### src/design/paxos_acceptor_slot_table_macros.svh
// Assertion helpers for the blocks that check themselves.
`ifndef PAXOS_ACCEPTOR_SLOT_TABLE_MACROS_SVH
`define PAXOS_ACCEPTOR_SLOT_TABLE_MACROS_SVH

// Condition in this cycle implies a consequence in the same cycle.
`define PST_ASSERT_SAME(label, clk, rst_n, cond, concl, msg) \
	label: assert property (@(posedge clk) disable iff (!rst_n) (cond) |-> (concl)) \
		else $error(msg);

// Condition in this cycle implies a consequence in the next cycle.
`define PST_ASSERT_NEXT(label, clk, rst_n, cond, concl, msg) \
	label: assert property (@(posedge clk) disable iff (!rst_n) (cond) |=> (concl)) \
		else $error(msg);

`endif

### src/design/pst_pkg.sv
package pst_pkg;

	localparam int SLOT_COUNT = 1024;
	localparam int KEY_BITS   = 32;

	// Table address width and the number of key bits that are kept.
	localparam int ADDR_W = (SLOT_COUNT > 1) ? $clog2(SLOT_COUNT) : 1;
	localparam int KEY_W  = (KEY_BITS < 32) ? KEY_BITS : 32;

	// Depth of the queue between the front and the back.
	localparam int QDEPTH = 2;

	localparam int IN_DATA_W  = 128;
	localparam int OUT_DATA_W = 136;

	localparam logic ACT_PREPARE = 1'b0;
	localparam logic ACT_ACCEPT  = 1'b1;

	localparam logic REPLY_PROMISE  = 1'b0;
	localparam logic REPLY_ACCEPTED = 1'b1;

	localparam logic [1:0] OP_NOP = 2'd0;

	typedef struct packed {
		logic               action;
		logic [9:0]         slot;
		logic [30:0]        round;
		logic [7:0]         bnode;
		logic [7:0]         sender;
		logic [1:0]         op;
		logic [31:0]        key;
		logic signed [31:0] value;
	} req_t;

	typedef struct packed {
		logic               pvalid;
		logic [30:0]        pround;
		logic [7:0]         pnode;
		logic               avalid;
		logic [1:0]         aop;
		logic [KEY_W-1:0]   akey;
		logic signed [31:0] avalue;
	} entry_t;

	typedef struct packed {
		logic               kind;
		logic [7:0]         dest;
		logic [7:0]         from_node;
		logic [9:0]         slot;
		logic [30:0]        round;
		logic [7:0]         bnode;
		logic [1:0]         op;
		logic [31:0]        key;
		logic signed [31:0] value;
	} reply_t;

	typedef struct packed {
		logic clearing;
		logic evaluating;
		logic table_upd;
	} bk_stat_t;

endpackage

### src/design/pst_front.sv
module pst_front (
	input  logic                 clk,
	input  logic                 arst_n,
	input  logic                 s_tvalid,
	output logic                 s_tready,
	input  logic [pst_pkg::IN_DATA_W-1:0] s_tdata,
	input  logic [0:0]           s_tuser,
	input  pst_pkg::bk_stat_t    bk_stat,
	output logic                 q_valid,
	output pst_pkg::req_t        q_req,
	input  logic                 q_pop
);

	localparam int QPTR_W = (pst_pkg::QDEPTH > 1) ? $clog2(pst_pkg::QDEPTH) : 1;
	localparam int QCNT_W = $clog2(pst_pkg::QDEPTH + 1);

	pst_pkg::req_t      in_req;
	logic               in_range;
	logic               push;
	logic               accept;
	pst_pkg::req_t      qmem_q [pst_pkg::QDEPTH];
	logic [QPTR_W-1:0]  wr_ptr_q;
	logic [QPTR_W-1:0]  rd_ptr_q;
	logic [QCNT_W-1:0]  count_q;

	always_comb begin
		in_req.action = s_tuser[0];
		in_req.slot   = s_tdata[9:0];
		in_req.round  = s_tdata[40:10];
		in_req.bnode  = s_tdata[48:41];
		in_req.sender = s_tdata[56:49];
		in_req.op     = s_tdata[58:57];
		in_req.key    = s_tdata[90:59];
		in_req.value  = s_tdata[122:91];
	end

	// Messages for slots beyond the table are taken and dropped here.
	assign in_range = (32'(in_req.slot) < 32'(pst_pkg::SLOT_COUNT));

	assign s_tready = (count_q != QCNT_W'(pst_pkg::QDEPTH)) && !bk_stat.clearing;
	assign accept   = s_tvalid && s_tready;
	assign push     = accept && in_range;

	always_ff @(posedge clk) begin
		if (push) begin
			qmem_q[wr_ptr_q] <= in_req;
		end
	end

	always_ff @(posedge clk or negedge arst_n) begin
		if (!arst_n) begin
			wr_ptr_q <= '0;
			rd_ptr_q <= '0;
			count_q  <= '0;
		end else begin
			if (push) begin
				wr_ptr_q <= (wr_ptr_q == QPTR_W'(pst_pkg::QDEPTH - 1)) ? '0 : wr_ptr_q + 1'b1;
			end
			if (q_pop) begin
				rd_ptr_q <= (rd_ptr_q == QPTR_W'(pst_pkg::QDEPTH - 1)) ? '0 : rd_ptr_q + 1'b1;
			end
			if (push && !q_pop) begin
				count_q <= count_q + 1'b1;
			end else if (!push && q_pop) begin
				count_q <= count_q - 1'b1;
			end
		end
	end

	assign q_valid = (count_q != '0);
	assign q_req   = qmem_q[rd_ptr_q];

endmodule

### config.mk
export PLATFORM = sky130hd
export DESIGN_NAME = pst_front
export DESIGN_NICKNAME = d
export VERILOG_FILES = /design/src/design/paxos_acceptor_slot_table_macros.svh /design/src/design/pst_pkg.sv /design/src/design/pst_front.sv
export SDC_FILE = /design/constraint.sdc
export NUM_CORES = 1
export LEC_CHECK = 0
export BUFFER_PORTS_ARGS = -buffer_cell sky130_fd_sc_hd__buf_2
export CAP_MARGIN = 15
export CORE_MARGIN = 3
export CORE_UTILIZATION = 44
export CTS_CLUSTER_DIAMETER = 80
export DETAILED_ROUTE_END_ITERATION = 16
export GPL_TIMING_DRIVEN = 0
export PLACE_DENSITY_LB_ADDON = 0.25
export SLEW_MARGIN = 20
export SYNTH_ARGS = -nofsm -noshare
export SYNTH_HDL_FRONTEND = slang
export SYNTH_SLANG_ARGS = --single-unit
### constraint.sdc
create_clock -name clk -period 10 [get_ports clk]
set_input_delay 0.5 -clock clk [delete_from_list [all_inputs] [get_ports clk]]
set_output_delay 0.5 -clock clk [all_outputs]
set_load 0.005 [all_outputs]
==> out/qor.csv <==
stage,metric,value,unit
global_route,GRT Total Usage,0.147,
logic_synthesis,leading area contributor after synthesis,edfxtp_1,
clock_tree,Clock Tree Buf Depth,3,
cells_and_area,final core occ,0.585,
place,GPL Wtd Cong,0.735,
outcome,status,"finished, final reports clean",
clock_tree,total number of H-tree levels,1,
sta,period utilization,0.233,
setup_path,Worst Setup End Kind,output port,
die,FP Rows,52,
die,die height,152,um
route,ANT nets after route,0,
route,via count,4717,
place,placed cell areas,11200,um^2
place,DP HPWL,12.2,mm
global_route,first-pass GRT wire length,27.5,mm
logic_synthesis,Post-synth EDFFs,248,
logic_synthesis,#FFs+latches synth,252,
clock_tree,postcts setup bufs,0,
min_path,worst min-delay path category,in -> reg,
sta,Worst Skew,0.0178,ns
die,core region area,20600,um^2
setup_path,Critical Path Start Type,flop,
global_route,initial antenna violation count,1,
cells_and_area,ANT cells,0,
logic_synthesis,post-synth net total,541,
power,Clk pwr share,0.298,
global_route,largest net degree at the start of global routing,52,
sta,Period minus WS final,2.33,ns
sta,setup violators final,0,
die,Die Area,23100,um^2
logic_synthesis,Cells after Synth,404,
logic_synthesis,top-count cell post-synth,edfxtp_1,
cells_and_area,synth-to-layout area growth,28.5,%
job,MaxCap Viol Count,0,
clock_tree,Root Driver,clkbuf_16,
sta,max-slew violation count,0,
logic_synthesis,post-synthesis sequential area ratio,0.807,
cells_and_area,layout cell share with drive strength beyond 1,0.619,
place,Port Buf Inserts,254,
clock_tree,CTS tree,yes,
route,via/cell ratio,4.80,
cells_and_area,Layout Nets,832,
logic_synthesis,Yosys warnings,0,
sta,fmax,430,MHz
route,DR WL/cell,17.8,um
logic_synthesis,Avg Inst Size Synth,23.2,um^2
power,Combinational Power Share,0.270,
sta,unrepaired setup endpoints after global routing,no,
global_route,Overflow after GRT,0,
sta,Final TNS setup,0,ns
route,drt total wl,17.5,mm
sta,slew of the pin with the lowest slew margin,0.551,ns
cells_and_area,Post-Layout Inst Area,12000,um^2
power,switching power,775,uW
power,Reg power frac,0.432,
power,worst vdd ir,0.148,mV
power,Int Pwr,2340,uW
sta,Fin. Hold Viols,0,
setup_path,"critical path fanouts, max",10,
die,Ports,262,
logic_synthesis,Synth top area share,0.796,
power,power per cell area,259,nW/um^2
clock_tree,clock sink count,252,
sta,Worst slew margin,0.633,
route,DR iter-0 viols,163,
logic_synthesis,synth cell count leaders,"248 x edfxtp_1, 74 x mux2_2, 50 x mux2_4",
clock_tree,CTS clock-pin slew for the worst setup and hold paths,0.06,ns
power,Leak,0.00464,uW
setup_path,CP arrival,1.83,ns
clock_tree,Num CTS Buffers,26,
global_route,vias in the first global route,5104,
route,Pre-antenna DRT Iters,4,
logic_synthesis,ys async rst share,0.0159,
die,chip width,152,um
logic_synthesis,Post-Syn Area,9360,um^2
route,Residual DRC,0,
power,Net Sw Frac,0.249,
logic_synthesis,largest cells by area after synthesis,"edfxtp_1 80%, mux2_2 8.9%, mux2_4 8.0%, dfrtp_1 1.1%, buf_6 0.84%",
logic_synthesis,post-synth cell types,15,
setup_path,worst path required time,9.50,ns
clock_tree,worst skew pair latency,0.51,ns
die,Initial Util,0.455,
setup_path,worst setup path category,reg -> out,
logic_synthesis,"Primary FF master, synth",edfxtp_1,
[critical path: stages, from the launching register on]
cell and delay (ns):
dfrtp_1 0.34, buf_6 0.14, buf_6 0.18, buf_6 0.20, mux2_4 0.32, buf_2 0.13
[routing by layer]
| layer | up-vias | part of all wire | GRT usage |
|---|---|---|---|
| li1 | 2186 | - | - |
| met1 | 2312 | 0.40 | 0.185 |
| met2 | 191 | 0.49 | 0.247 |
| met3 | 26 | 0.093 | 0.0495 |
| met4 | 2 | 0.016 | 0.0360 |
| met5 | - | 0.00046 | 0 |
[sequential cells by signal, indices dropped and copies added, names as in the netlist]
name	count
rd_ptr_q	1
count_q	2
wr_ptr_q	1
qmem_q	248
[power groups by stage]
stage	combinational [uW]	clock, uW	sequential (uW)
floorplan	512	0	1380
global placement	813	0	1400
detailed placement	858	0	1370
CTS	863	956	1350
global route	911	1000	1350
finish	840	928	1340
[layout by cell type, fill, tap and decap left out]
master / netlist / routed
mux2_4: 50 / 50
and2_4: 0 / 1
clkbuf_1: 0 / 9
dfrtp_1: 4 / 4
buf_16: 0 / 5
clkbuf_8: 0 / 3
inv_1: 1 / 1
clkinv_2: 0 / 5
dlygate4sd3_1: 0 / 1
edfxtp_1: 248 / 248
mux2_2: 74 / 74
nor3b_4: 1 / 1
xnor2_1: 1 / 1
nor2_1: 2 / 2
xor2_1: 4 / 4
or2_2: 1 / 1
buf_2: 7 / 261
ha_1: 1 / 1
buf_6: 7 / 7
clkbuf_16: 0 / 27
nor2b_4: 0 / 1
bufinv_16: 0 / 2
nor2b_1: 2 / 1
buf_12: 0 / 3
[worst paths after layout]
kind | startpoint | end | slack [ns] | depth (start not counted)
hold / removal | s_tdata[6] | qmem_q[1][119] | 0.17 | 1
max in group asynchronous | arst_n | rd_ptr_q | 9.54 | 2
hold reg to reg | count_q[1] | count_q[1] | 0.52 | 1
min in group asynchronous | arst_n | wr_ptr_q | 0.34 | 2
setup reg to reg | count_q[1] | qmem_q[0][80] | 7.67 | 6
setup / recovery | rd_ptr_q | q_req[47] | 7.67 | 5
[logic make-up (layout without fill, tap and decap cells)]
logic type	count (synthesis)	after routing	synth area share
flops	252	252	0.807
mux	124	124	0.169
buf+inv	15	324	0.0126
simple gates	7	7	0.00548
xor+xnor	5	5	0.00468
fa+ha+maj	1	1	0.00134
[repair_timing]
action | in CTS | in global routing
resized for setup | 0 | 0
hold endpoints to repair | 4 | 0
hold buffers | 1 | 0
[area by class of cell]
class	instances	area, um^2
Fill cell	1588	8540
Sequential cell	252	7550
Multi-Input combinational cell	137	1700
Timing Repair Buffer	263	1480
Clock buffer	39	751
Tap cell	270	338
Buffer	14	114
Clock inverter	7	85.1
Inverter	1	3.75
[through the flow]
stage               std cells  power (uW)  setup slack, ns  hold slack [ns]
floorplan                 404        1890             3.13            0.204
global placement          928        2210            0.128            0.309
detailed placement        936        2220             7.62            0.312
CTS                       983        3160             7.60            0.140
global route              983        3270             7.54            0.142
finish                    983        3110             7.67            0.171
No activity file was read; power rests on OpenSTA's default activity.
